$ cat src/sv/assert_macros.svh
// Assertion macros shared by the pick core RTL.
// Include with the bare file name; no other dependencies.
`ifndef ASSERT_MACROS_SVH
`define ASSERT_MACROS_SVH
// Check that a condition implies another in the same cycle.
`define ASSERT_IMPLY(label, clk, rst_n, a, b) \
  label: assert property (@(posedge clk) disable iff (!rst_n) (a) |-> (b)) \
    else $error("assertion failed");
// Check that a condition implies another in the next cycle.
`define ASSERT_NEXT(label, clk, rst_n, a, b) \
  label: assert property (@(posedge clk) disable iff (!rst_n) (a) |=> (b)) \
    else $error("assertion failed");
`endif

$ cat src/sv/rbp_pkg.sv
// Shared types and constants of the ray box pick core.
// No dependencies.
package rbp_pkg;
  localparam int MaxBoxes = 16;
  localparam int SlotW = $clog2(MaxBoxes);
  localparam int CountW = $clog2(MaxBoxes + 1);
  // Numerator (34-bit difference shifted by 16) is 50 bits; quotient fits in 50 bits signed.
  localparam int NumW = 50;
  localparam int QuotW = 50;
  localparam logic [30:0] DistSat = 31'h7FFF_FFFF;

  localparam logic [0:0] CmdLoad = 1'b0;
  localparam logic [0:0] CmdQuery = 1'b1;

  localparam logic [0:0] RegBoxCount = 1'b0;
  localparam logic [0:0] RegEpsilon = 1'b1;

  // Commands from controller to datapath.
  typedef struct packed {
    logic start_query;
    logic load_box;
    logic [SlotW-1:0] slot;
    logic [1:0] axis;
    logic setup_axis;
    logic kill_box;
    logic div_start;
    logic div_sel_hi;
    logic take_t0;
    logic take_t1;
    logic box_begin;
    logic box_finish;
  } rbp_cmd_t;

  // Status from datapath to controller.
  typedef struct packed {
    logic parallel;
    logic slab_out;
    logic div_done;
    logic dead;
  } rbp_stat_t;
endpackage

$ cat src/sv/rbp_div.sv
// Radix-2 restoring signed divider, one quotient bit a cycle, truncating.
// Depends on rbp_pkg.
module rbp_div (
  input  logic clk_i,
  input  logic rst_ni,
  input  logic start_i,
  input  logic signed [rbp_pkg::NumW-1:0] num_i,
  input  logic signed [31:0] den_i,
  output logic done_o,
  output logic signed [rbp_pkg::QuotW-1:0] quo_o
);
  localparam int CntW = $clog2(rbp_pkg::NumW + 1);
  logic [rbp_pkg::NumW-1:0] quo_q, quo_d;
  logic [32:0] rem_q, rem_d;
  logic [31:0] den_q;
  logic neg_q;
  logic [CntW-1:0] cnt_q, cnt_d;
  logic busy_q, busy_d, done_q, done_d;
  logic [33:0] trial;

  // Shift one numerator bit into the partial remainder.
  always_comb begin
    trial = {rem_q, quo_q[rbp_pkg::NumW-1]} - {2'b00, den_q};
    quo_d = quo_q;
    rem_d = rem_q;
    cnt_d = cnt_q;
    busy_d = busy_q;
    done_d = 1'b0;
    if (busy_q) begin
      if (!trial[33]) begin
        rem_d = trial[32:0];
        quo_d = {quo_q[rbp_pkg::NumW-2:0], 1'b1};
      end else begin
        rem_d = {rem_q[31:0], quo_q[rbp_pkg::NumW-1]};
        quo_d = {quo_q[rbp_pkg::NumW-2:0], 1'b0};
      end
      cnt_d = cnt_q - 1'b1;
      if (cnt_q == CntW'(1)) begin
        busy_d = 1'b0;
        done_d = 1'b1;
      end
    end
  end

  always_ff @(posedge clk_i or negedge rst_ni) begin
    if (!rst_ni) begin
      busy_q <= 1'b0;
      done_q <= 1'b0;
      cnt_q <= '0;
    end else begin
      done_q <= done_d;
      if (start_i) begin
        busy_q <= 1'b1;
        cnt_q <= CntW'(rbp_pkg::NumW);
      end else begin
        busy_q <= busy_d;
        cnt_q <= cnt_d;
      end
    end
  end

  // Load magnitudes on start, else iterate.
  always_ff @(posedge clk_i) begin
    if (start_i) begin
      quo_q <= num_i[rbp_pkg::NumW-1] ? -num_i : num_i;
      den_q <= den_i[31] ? -den_i : den_i;
      neg_q <= num_i[rbp_pkg::NumW-1] ^ den_i[31];
      rem_q <= '0;
    end else begin
      quo_q <= quo_d;
      rem_q <= rem_d;
    end
  end

  assign done_o = done_q;
  assign quo_o = neg_q ? -$signed(quo_q) : $signed(quo_q);
endmodule

$ cat src/sv/rbp_datapath.sv
// Box tables, slab bounds, divider and nearest-hit tracking.
// Depends on rbp_pkg, rbp_div and assert_macros.svh.
`include "assert_macros.svh"
module rbp_datapath (
  input  logic clk_i,
  input  logic rst_ni,
  input  rbp_pkg::rbp_cmd_t cmd_i,
  output rbp_pkg::rbp_stat_t stat_o,
  input  logic [15:0] eps_i,
  input  logic signed [31:0] p_x_i, p_y_i, p_z_i, q_x_i, q_y_i, q_z_i,
  output logic hit_o,
  output logic [rbp_pkg::SlotW-1:0] hit_slot_o,
  output logic [30:0] hit_distance_o
);
  localparam int TW = rbp_pkg::QuotW;
  logic signed [31:0] cen_mem [3][rbp_pkg::MaxBoxes];
  logic signed [31:0] half_mem [3][rbp_pkg::MaxBoxes];
  logic signed [31:0] org_q [3];
  logic signed [31:0] dir_q [3];
  logic signed [31:0] cen_q, half_q;
  logic signed [32:0] lo_q, hi_q;
  logic signed [31:0] d_cur;
  logic signed [31:0] o_cur;
  logic [31:0] mag;
  logic signed [TW-1:0] t0_q, tlo_q, thi_q;
  logic thi_inf_q, dead_q;
  logic found_q;
  logic [rbp_pkg::SlotW-1:0] best_slot_q;
  logic signed [TW-1:0] best_t_q;
  logic signed [rbp_pkg::NumW-1:0] num;
  logic signed [TW-1:0] quo, tmin, tmax;
  logic div_done;

  // Write a load word into the tables; latch the query ray and the slab bounds.
  always_ff @(posedge clk_i) begin
    if (cmd_i.load_box) begin
      cen_mem[0][cmd_i.slot] <= p_x_i;
      cen_mem[1][cmd_i.slot] <= p_y_i;
      cen_mem[2][cmd_i.slot] <= p_z_i;
      half_mem[0][cmd_i.slot] <= q_x_i;
      half_mem[1][cmd_i.slot] <= q_y_i;
      half_mem[2][cmd_i.slot] <= q_z_i;
    end
    if (cmd_i.start_query) begin
      org_q[0] <= p_x_i;
      org_q[1] <= p_y_i;
      org_q[2] <= p_z_i;
      dir_q[0] <= q_x_i;
      dir_q[1] <= q_y_i;
      dir_q[2] <= q_z_i;
    end
    // Registered table read for the current box and axis.
    cen_q <= cen_mem[cmd_i.axis][cmd_i.slot];
    half_q <= half_mem[cmd_i.axis][cmd_i.slot];
    if (cmd_i.setup_axis) begin
      lo_q <= 33'(cen_q) - 33'(half_q);
      hi_q <= 33'(cen_q) + 33'(half_q);
    end
  end

  assign d_cur = dir_q[cmd_i.axis];
  assign o_cur = org_q[cmd_i.axis];
  assign mag = d_cur[31] ? 32'(-d_cur) : 32'(d_cur);
  assign stat_o.parallel = (d_cur == 32'sd0) || (mag < {16'd0, eps_i});
  assign stat_o.slab_out = (34'(o_cur) < 34'(lo_q)) || (34'(o_cur) > 34'(hi_q));
  assign stat_o.div_done = div_done;
  assign stat_o.dead = dead_q;

  assign num = (cmd_i.div_sel_hi ? (rbp_pkg::NumW'(hi_q) - rbp_pkg::NumW'(o_cur))
                                 : (rbp_pkg::NumW'(lo_q) - rbp_pkg::NumW'(o_cur))) <<< 16;

  rbp_div u_div (
    .clk_i(clk_i), .rst_ni(rst_ni), .start_i(cmd_i.div_start),
    .num_i(num), .den_i(d_cur), .done_o(div_done), .quo_o(quo)
  );

  assign tmin = (t0_q > quo) ? quo : t0_q;
  assign tmax = (t0_q > quo) ? t0_q : quo;

  // Narrow the slab interval and track the best box.
  always_ff @(posedge clk_i or negedge rst_ni) begin
    if (!rst_ni) begin
      found_q <= 1'b0;
      dead_q <= 1'b0;
      thi_inf_q <= 1'b1;
    end else begin
      if (cmd_i.start_query) found_q <= 1'b0;
      if (cmd_i.box_begin) begin
        dead_q <= 1'b0;
        thi_inf_q <= 1'b1;
      end else if (cmd_i.kill_box) begin
        dead_q <= 1'b1;
      end else if (cmd_i.take_t1) begin
        thi_inf_q <= 1'b0;
        if ((tmin > tlo_q ? tmin : tlo_q) > ((!thi_inf_q && thi_q < tmax) ? thi_q : tmax))
          dead_q <= 1'b1;
      end
      if (cmd_i.box_finish && !dead_q && (thi_inf_q || !thi_q[TW-1])
          && (!found_q || tlo_q < best_t_q)) begin
        found_q <= 1'b1;
      end
    end
  end

  always_ff @(posedge clk_i) begin
    if (cmd_i.box_begin) tlo_q <= '0;
    if (cmd_i.take_t0) t0_q <= quo;
    if (cmd_i.take_t1) begin
      if (tmin > tlo_q) tlo_q <= tmin;
      if (thi_inf_q || tmax < thi_q) thi_q <= tmax;
    end
    if (cmd_i.box_finish && !dead_q && (thi_inf_q || !thi_q[TW-1])
        && (!found_q || tlo_q < best_t_q)) begin
      best_t_q <= tlo_q;
      best_slot_q <= cmd_i.slot;
    end
  end

  assign hit_o = found_q;
  assign hit_slot_o = found_q ? best_slot_q : '0;
  assign hit_distance_o = !found_q ? rbp_pkg::DistSat :
      (best_t_q > TW'(rbp_pkg::DistSat) ? rbp_pkg::DistSat : best_t_q[30:0]);

  `ASSERT_NEXT(a_found_sticky, clk_i, rst_ni, found_q && !cmd_i.start_query, found_q)
  `ASSERT_IMPLY(a_tlo_nonneg, clk_i, rst_ni, found_q, !best_t_q[TW-1])
  `ASSERT_NEXT(a_begin_clears, clk_i, rst_ni, cmd_i.box_begin, !dead_q && thi_inf_q)
endmodule

$ cat src/sv/rbp_ctrl.sv
// Sequencer: loads, per-box per-axis slab steps, and result handshake.
// Depends on rbp_pkg and assert_macros.svh.
`include "assert_macros.svh"
module rbp_ctrl (
  input  logic clk_i,
  input  logic rst_ni,
  input  logic in_valid_i,
  output logic in_stall_o,
  input  logic cmd_i,
  input  logic [rbp_pkg::SlotW-1:0] box_slot_i,
  input  logic [rbp_pkg::CountW-1:0] count_i,
  output logic out_valid_o,
  input  logic out_stall_i,
  output rbp_pkg::rbp_cmd_t cmd_o,
  input  rbp_pkg::rbp_stat_t stat_i
);
  localparam logic [2:0] StIdle = 3'd0, StRead = 3'd1, StSetup = 3'd2, StDiv0 = 3'd3,
                         StWait0 = 3'd4, StDiv1 = 3'd5, StWait1 = 3'd6, StNext = 3'd7;
  logic [2:0] st_q, st_d;
  logic [rbp_pkg::SlotW-1:0] box_q, box_d;
  logic [1:0] ax_q, ax_d;
  logic [rbp_pkg::CountW-1:0] n_q, n_d;
  logic out_q, out_d;
  logic acc;
  logic last_box;

  assign in_stall_o = (st_q != StIdle) || out_q;
  assign acc = in_valid_i && !in_stall_o;
  assign last_box = (rbp_pkg::CountW'(box_q) + 1'b1) >= n_q;

  always_comb begin
    st_d = st_q;
    box_d = box_q;
    ax_d = ax_q;
    n_d = n_q;
    out_d = out_q && out_stall_i;
    cmd_o = '0;
    cmd_o.slot = box_q;
    cmd_o.axis = ax_q;
    case (st_q)
      StIdle: begin
        cmd_o.slot = box_slot_i;
        if (acc && cmd_i == rbp_pkg::CmdLoad) begin
          cmd_o.load_box = 1'b1;
        end else if (acc) begin
          cmd_o.start_query = 1'b1;
          n_d = (count_i > rbp_pkg::CountW'(rbp_pkg::MaxBoxes))
                ? rbp_pkg::CountW'(rbp_pkg::MaxBoxes) : count_i;
          box_d = '0;
          ax_d = '0;
          if (n_d == '0) out_d = 1'b1;
          else st_d = StRead;
        end
      end
      StRead: begin
        if (ax_q == 2'd0) cmd_o.box_begin = 1'b1;
        st_d = StSetup;
      end
      StSetup: begin
        cmd_o.setup_axis = 1'b1;
        st_d = StDiv0;
      end
      // Bounds are ready here: reject a parallel axis whose origin is outside.
      StDiv0: begin
        if (stat_i.dead || stat_i.parallel) begin
          if (stat_i.parallel && stat_i.slab_out) cmd_o.kill_box = 1'b1;
          st_d = StNext;
        end else begin
          cmd_o.div_start = 1'b1;
          st_d = StWait0;
        end
      end
      StWait0: if (stat_i.div_done) begin
        cmd_o.take_t0 = 1'b1;
        st_d = StDiv1;
      end
      StDiv1: begin
        cmd_o.div_start = 1'b1;
        cmd_o.div_sel_hi = 1'b1;
        st_d = StWait1;
      end
      StWait1: begin
        cmd_o.div_sel_hi = 1'b1;
        if (stat_i.div_done) begin
          cmd_o.take_t1 = 1'b1;
          st_d = StNext;
        end
      end
      StNext: begin
        if (ax_q == 2'd2 || stat_i.dead) begin
          cmd_o.box_finish = 1'b1;
          ax_d = '0;
          if (last_box) begin
            st_d = StIdle;
            out_d = 1'b1;
          end else begin
            box_d = box_q + 1'b1;
            st_d = StRead;
          end
        end else begin
          ax_d = ax_q + 1'b1;
          st_d = StRead;
        end
      end
      default: st_d = StIdle;
    endcase
  end

  always_ff @(posedge clk_i or negedge rst_ni) begin
    if (!rst_ni) begin
      st_q <= StIdle;
      box_q <= '0;
      ax_q <= '0;
      n_q <= '0;
      out_q <= 1'b0;
    end else begin
      st_q <= st_d;
      box_q <= box_d;
      ax_q <= ax_d;
      n_q <= n_d;
      out_q <= out_d;
    end
  end

  assign out_valid_o = out_q;

  `ASSERT_IMPLY(a_no_accept_busy, clk_i, rst_ni, st_q != StIdle, in_stall_o)
  `ASSERT_IMPLY(a_axis_range, clk_i, rst_ni, 1'b1, ax_q != 2'd3)
  `ASSERT_NEXT(a_out_hold, clk_i, rst_ni, out_q && out_stall_i, out_q)
endmodule

$ cat src/sv/ray_box_nearest_pick_core.sv
// Top level of the ray box pick core: APB registers, controller, datapath.
// Depends on rbp_pkg, rbp_ctrl and rbp_datapath.
//
//  channel | direction | handshake               | word
//  in      | input     | in_valid_i / in_stall_o | cmd, slot, p, q
//  out     | output    | out_valid_o/out_stall_i | hit, slot, distance
//  cfg     | input     | APB psel/penable        | box_count, epsilon
//
// Loads can follow back to back. A query reads, sets up and checks each axis of each box in
// turn; a dividing axis adds two 50-step divisions on one shared divider, a parallel axis
// skips them, and a box stops at its first rejecting axis. With no box in use, the result
// is valid in the cycle after the query is accepted. Reset is asynchronous and clears
// control and registers; tables are undefined until loaded. Input is stalled while a query
// runs or a result waits; the result holds while stalled.
module ray_box_nearest_pick_core (
  input  logic clk_i,
  input  logic rst_ni,
  input  logic psel,
  input  logic penable,
  input  logic pwrite,
  input  logic [2:0] paddr,
  input  logic [31:0] pwdata,
  output logic [31:0] prdata,
  output logic pready,
  input  logic in_valid_i,
  output logic in_stall_o,
  input  logic cmd_i,
  input  logic [3:0] box_slot_i,
  input  logic signed [31:0] p_x_i, p_y_i, p_z_i, q_x_i, q_y_i, q_z_i,
  output logic out_valid_o,
  input  logic out_stall_i,
  output logic hit_o,
  output logic [3:0] hit_slot_o,
  output logic [30:0] hit_distance_o
);
  logic [4:0] count_q;
  logic [15:0] eps_q;
  rbp_pkg::rbp_cmd_t cmd;
  rbp_pkg::rbp_stat_t stat;

  assign pready = 1'b1;

  // Write configuration registers.
  always_ff @(posedge clk_i or negedge rst_ni) begin
    if (!rst_ni) begin
      count_q <= '0;
      eps_q <= 16'd1;
    end else if (psel && penable && pwrite && paddr[1:0] == 2'b00) begin
      case (paddr[2])
        rbp_pkg::RegBoxCount: count_q <= pwdata[4:0];
        default: eps_q <= pwdata[15:0];
      endcase
    end
  end

  always_comb begin
    case (paddr[2])
      rbp_pkg::RegBoxCount: prdata = {27'd0, count_q};
      default: prdata = {16'd0, eps_q};
    endcase
  end

  rbp_ctrl u_ctrl (
    .clk_i(clk_i), .rst_ni(rst_ni), .in_valid_i(in_valid_i), .in_stall_o(in_stall_o),
    .cmd_i(cmd_i), .box_slot_i(box_slot_i), .count_i(count_q),
    .out_valid_o(out_valid_o), .out_stall_i(out_stall_i), .cmd_o(cmd), .stat_i(stat)
  );

  rbp_datapath u_dp (
    .clk_i(clk_i), .rst_ni(rst_ni), .cmd_i(cmd), .stat_o(stat), .eps_i(eps_q),
    .p_x_i(p_x_i), .p_y_i(p_y_i), .p_z_i(p_z_i),
    .q_x_i(q_x_i), .q_y_i(q_y_i), .q_z_i(q_z_i),
    .hit_o(hit_o), .hit_slot_o(hit_slot_o), .hit_distance_o(hit_distance_o)
  );
endmodule

$ cat config.mk
export PLATFORM = sky130hd
export DESIGN_NAME = ray_box_nearest_pick_core
export DESIGN_NICKNAME = d
export VERILOG_FILES = /design/src/sv/rbp_pkg.sv /design/src/sv/rbp_div.sv /design/src/sv/rbp_datapath.sv /design/src/sv/rbp_ctrl.sv /design/src/sv/ray_box_nearest_pick_core.sv
export VERILOG_INCLUDE_DIRS = /design/src /design/src/sv
export SDC_FILE = /design/constraint.sdc
export NUM_CORES = 2
export LEC_CHECK = 0
export BUFFER_PORTS_ARGS = -buffer_cell sky130_fd_sc_hd__buf_2
export CAP_MARGIN = 15
export CORE_MARGIN = 2
export CORE_UTILIZATION = 35
export DETAILED_ROUTE_END_ITERATION = 8
export PLACE_DENSITY = 0.61
export SYNTH_ARGS = -nofsm -noshare
export SYNTH_HDL_FRONTEND = slang
export SYNTH_HIERARCHICAL = 1
export SYNTH_SLANG_ARGS = --single-unit
$ cat constraint.sdc
create_clock -name clk_i -period 41.5 [get_ports clk_i]
set_input_delay 12.45 -clock clk_i [delete_from_list [all_inputs] [get_ports clk_i]]
set_output_delay 12.45 -clock clk_i [all_outputs]
set_load 0.01 [all_outputs]
# Word level (Yosys, flattened, before mapping)
# Memories as Yosys holds them, arrays and structs flattened.
# Index checks and enable logic that the tools add are counted.
# word_totals
reg_bits	497
latchBits	0
mem_bits_rw	3264
romBits	0
out_inout_bits	71
word_cells	215
n_memories	4
# op_classes
add_sub_neg	12
multipliers	0
n_div	0
magnitude_cmp	14
eq_ne	17
shift	0
n_mux	90
bitwise_logic	5
reduce_logical	47
# memory_table
memory	words	width	rd	rd_ports_with_merged_regs	write_ports	line_no	text
u_dp.cen_mem	3	512	1	0	3	rbp_datapath.sv:16	logic signed [31:0] cen_mem [3][rbp_pkg::MaxBoxes];
u_dp.half_mem	3	512	1	0	3	rbp_datapath.sv:17	logic signed [31:0] half_mem [3][rbp_pkg::MaxBoxes];
u_dp.dir_q	3	32	1	0	3	rbp_datapath.sv:19	logic signed [31:0] dir_q [3];
u_dp.org_q	3	32	1	0	3	rbp_datapath.sv:18	logic signed [31:0] org_q [3];
# op_table
cell	count
two-way mux 50 bit	11
two-way mux 512 bit	1
binary-select mux 32 bit (select 4 bit)	2
two-way mux 32 bit	6
greater-than comparator 50 bit	3
less-than comparator 50 bit	3
demux 32 bit (select 4 bit)	1
negator 50 bit	2
subtractor 33 x 32 -> 34 bit	2
two-way mux 31 bit	2
greater-than comparator 50 x 31 -> 1 bit, second input constant	1
two-way mux 1 bit	41
two-way mux 34 bit	1
subtractor 34 x 32 -> 34 bit	1
adder 32 x 32 -> 33 bit	1
greater-than comparator 32 x 33 -> 1 bit	1
less-than comparator 32 x 33 -> 1 bit	1
two-way mux 33 bit	1
subtractor 32 x 32 -> 33 bit	1
zero test 32 bit	1
less-than comparator 32 x 16 -> 1 bit	1
negator 32 bit	1
case mux 3 bit (8 select lines)	1
two-way mux 4 bit	5
38 further kinds	94

# Longest topological paths before layout
# logic_depth
word_depth	13
depth_mapped	48
ltp_nobuf	43

# Hierarchy
# The synthesis kept the hierarchy.
# modules_own_cells
mod	instances	cells_each	area_each_um2
rbp_datapath	1	8180	150449.3
rbp_div	1	1074	9256.4
ray_box_nearest_pick_core	1	85	1118.6
rbp_ctrl	1	115	1039.7

# Least setup slack after synthesis
# Ideal clock, no wire load.
# synth_timing
kind	in2reg
startpoint	input box_slot_i[0]
endpoint	memory u_dp/cen_mem[0][480] in the netlist's numbering, enable pin
t_arrival_ps	26898
t_required_ps	40521
setup_slack_ps	13623
cell_stages	7
path_cell_list	mux2_2 -> clkbuf_1 -> buf_2 -> buf_1 -> buf_1 -> clkbuf_1 -> nor3_1
# synth_lines
element	line_no	text
start: declaration	ray_box_nearest_pick_core.sv:28	input logic [3:0] box_slot_i,
end: declaration	rbp_datapath.sv:16	

# Worst setup path after layout
# layout_timing
startpoint	input paddr[2]
endpoint	output prdata[3]
# layout_via
elab_chain_len	1
# layout_rtl
element	line_no	text
start: declaration	ray_box_nearest_pick_core.sv:21	input logic [2:0] paddr,
two-way mux 16 bit	ray_box_nearest_pick_core.sv:57	case (paddr[2])
end: declaration	ray_box_nearest_pick_core.sv:23	output logic [31:0] prdata,
# No other way between the ends.

==> summary.md <==
| Metric | Value |
|---|---|
| Gr usage total | `16.8%` |
| WL final | `405,000 um` |
| Via density per instance | `5.34` |
| Fmax | `0.0389 GHz` |
| Inst Count DP | `15,700` |
| # port buffers | `276` |
| Via Count | `around 90,000` |
| IO Pins | `310` |
| Top FF cell, synth | `edfxtp_1` |
| Endpoints failing hold | `0` |
| Cell mode on critical path | `buf_2` |
| Gp weighted congestion | `between 0.8 and 0.9` |
| CP max stage delay | `roughly 380 ps` |
| Final nets | `10,600` |
| Crit-path cells | `buf_2 > mux2_2 > buf_2` |
| Syn Std Cell Area | `162,000 sq um` |
| Max-slew headroom | `21.0%` |
| Root buffer selected by CTS | `clkbuf_16` |
| CTS buffer count | `~390` |
| Setup TNS | `0 ps` |
| Slew Limit Fails | `0` |
| Period utilisation layout | `between 60% and 70%` |
| First-pass iteration count of the detailed router | `6` |
| Critical Path RT | `between 20,000 and 30,000 ps` |
| Min cycle time layout | `around 26,000 ps` |
| Mapped Cells | `9,454` |
| First-pass GRT wire length | `around 590,000 um` |
| Commonest non-fill, non-tap cell in the layout | `edfxtp_1` |
| Worst min path class | `reg -> reg` |
| WHS Endpoint | `u_dp/best_t_q[25]` |
| Most frequent cells in the layout | `edfxtp_1 (3,566), mux4_2 (832), mux2i_1 (468), ha_1 (439), inv_1 (432)` |
| Gr ovfl total | `0` |
| Reg2reg start | `u_dp/u_div/quo_q[10]` |
| Initial Utilization | `35.2%` |
| Critical path startpoint category | `input port` |
| Leakage | `around 61 nW` |
| Setup CP Type | `in -> out` |
| ANT nets after route | `0` |
| Vias in the first global route | `between 80,000 and 90,000` |
| Power Density | `75.4 nW/um^2` |
| CP Capture Type | `output port` |
| Synth unique cells | `94` |
| Slew @ Worst Pin | `approximately 1200 ps` |
| R2R cell count | `between 40 and 50` |
| Clock sinks | `3,760` |
| Slowest library cell on the worst path | `mux2_2` |
| Share of layout cells above drive strength 1 | `19.0%` |
| Peak supply drop | `0.0821 mV` |
| Worst Hold Path Cells | `0` |
| Clk slew on worst S/H paths | `~60 ps` |
| Die X | `684 um` |
| Post-synthesis sequential area ratio | `roughly 69%` |
| Setup Viol. Count Final | `0` |
| Post-cts sizing count | `0` |
| Number of setup buffers added after CTS | `0` |
| RSZ-0062 raised after global routing | `false` |
| Row count | `249` |
| Reg2reg end | `u_dp/dead_q` |
| Post-cts hold buffer count | `0` |
| WL per Instance | `approximately 25 um` |
| Antenna violations before repair | `112` |
| Critical path arrival | `13,230 ps` |
| R2R Setup Slk | `around 29,000 ps` |
| Pin count of the biggest net entering global routing | `~130` |
| Syn Area/Cell | `between 15 and 20 sq um` |
| Synth Register Bits | `3,760` |
| Hpwl dp | `246,000 um` |
| Bufs on Longest Clock Path | `4` |
| Number of flops mapped to enable cells by yosys | `3,566` |
| Die area | `468,000 sq um` |
| Layout Skew | `between 100 and 150 ps` |
| Hold Crit Start | `u_dp/tlo_q[25]` |
| Later-pin clock latency in the skew report | `1020 ps` |
| CP Max Fanout | `18` |
| DRC Markers | `0` |
| Max_cap viols | `0` |
| Post-route insts no fill | `16,400` |
| Yosys warning total | `6` |
| Core region area | `460,000 sq um` |
| Outcome | `finished, final reports clean` |
| Die Ht | `684 um` |
| Ys async rst share | `between 1 and 1.5%` |
| Layout area overhead | `13.4%` |
| Initial DRC Count | `7,800` |
| H-tree levels | `5` |
| CTS tree | `built` |
==> synthesized netlist by cell type, types with 30 or more instances <==
library cell / number / area, sq um
mux2i_1: 469 / 4690
ha_1: 439 / 5490
o31ai_1: 48 / 360
a311oi_1: 32 / 280
a21o_1: 130 / 976
clkbuf_1: 287 / 1080
inv_1: 435 / 1630
or3_1: 35 / 219
buf_2: 72 / 360
buf_1: 62 / 233
nand2_1: 415 / 1560
or4_1: 30 / 225
dfrtp_1: 45 / 1130
nand3_1: 59 / 295
a211oi_1: 88 / 661
xor2_1: 95 / 832
o21bai_1: 35 / 263
edfxtp_1: 3566 / 107000
dfxtp_1: 147 / 2940
mux4_2: 832 / 18700
nor2b_1: 43 / 269
nand2b_1: 95 / 594
o21a_1: 32 / 240
nor2_1: 441 / 1660
xnor2_1: 186 / 1630
o21ai_0: 331 / 1660
nand4_1: 76 / 475
mux2_2: 77 / 867
a21oi_1: 433 / 2170
nor3_1: 64 / 320
==> how the worst max path moves through the flow <==
| stage | start | to | slack (ps) | cells past startpoint |
|---|---|---|---|---|
| after floorplan | box_slot_i[0] | u_dp/cen_mem[0][480] | 13620 | 7 |
| after global routing | paddr[2] | prdata[3] | 15790 | 3 |
| final | paddr[2] | prdata[3] | 15820 | 3 |
| after detailed placement | paddr[2] | prdata[0] | 15830 | 3 |
| after global placement | paddr[2] | prdata[0] | 15860 | 3 |
| after CTS | paddr[2] | prdata[0] | 15820 | 3 |
==> kinds of logic after synthesis <==
group,after synthesis,synth area share [%]
AOI/OAI and AO/OA,1310,5.01
adders and majority gates,444,3.46
xor gates and xnor gates,281,1.52
muxes,1384,15.1
buffers and inverters,888,2.21
and+or+nand+nor,1384,4.04
other,3,0.00696
DFF,3760,68.7
==> area by class of cell <==
type / count / area (sq um)
Fill cell: 41200 / 277000
Sequential cell: 3760 / 111000
Multi-Input combinational cell: 4877 / 47700
Clock buffer: 507 / 10300
Tap cell: 6149 / 7690
Timing Repair Buffer: 429 / 2780
Clock inverter: 212 / 2110
Inverter: 436 / 1640
Antenna cell: 22 / 55.1
==> sequential cells by signal, indices dropped and copies added (netlist names), 16 cells and up <==
register          count
u_dp/cen_mem       1536
u_dp/half_mem      1536
u_dp/dir_q           96
u_dp/org_q           96
u_dp/best_t_q        50
u_dp/t0_q            50
u_dp/thi_q           50
u_dp/tlo_q           50
u_dp/u_div/quo_q     50
u_dp/lo_q            33
u_dp/u_div/rem_q     33
u_dp/cen_q           32
u_dp/half_q          32
u_dp/hi_q            32
u_dp/u_div/den_q     32
eps_q                16
==> power by group <==
group | switching [mW] | leakage, nW | internal (mW)
clock network | 1.47 | 6.03 | 1.92
logic | 3.38 | 21.3 | 2.41
registers | 0.186 | 33.9 | 4.47
total | 5.04 | 61.2 | 8.80
==> stage by stage <==
stage / power, mW / utilization [%] / worst slack [ps] / hold slack (ps) / area (sq um)
floorplan: 8.86 / - / 13620 / 453 / 162000
global placement: 10.4 / 37.2 / 15860 / 475 / 171000
detailed placement: 10.5 / 37.2 / 15830 / 491 / 171000
CTS: 13.9 / 39.9 / 15820 / 495 / 183000
global route: 14.6 / 39.9 / 15790 / 513 / 183000
finish: 13.8 / 39.9 / 15820 / 492 / 183000
==> layer usage <==
metal	routed length, um	GRT usage [%]	up-vias
met2	196000	28.0	2803
li1	-	-	38300
met4	10300	4.32	54
met5	348	0	-
met3	26700	3.02	639
met1	171000	22.8	45800
==> worst max-delay path, delay by kind of cell <==
family	cells	cell delay, ps
buf+inv	2	390
mux	1	380
(Power assumes the default switching activity.)
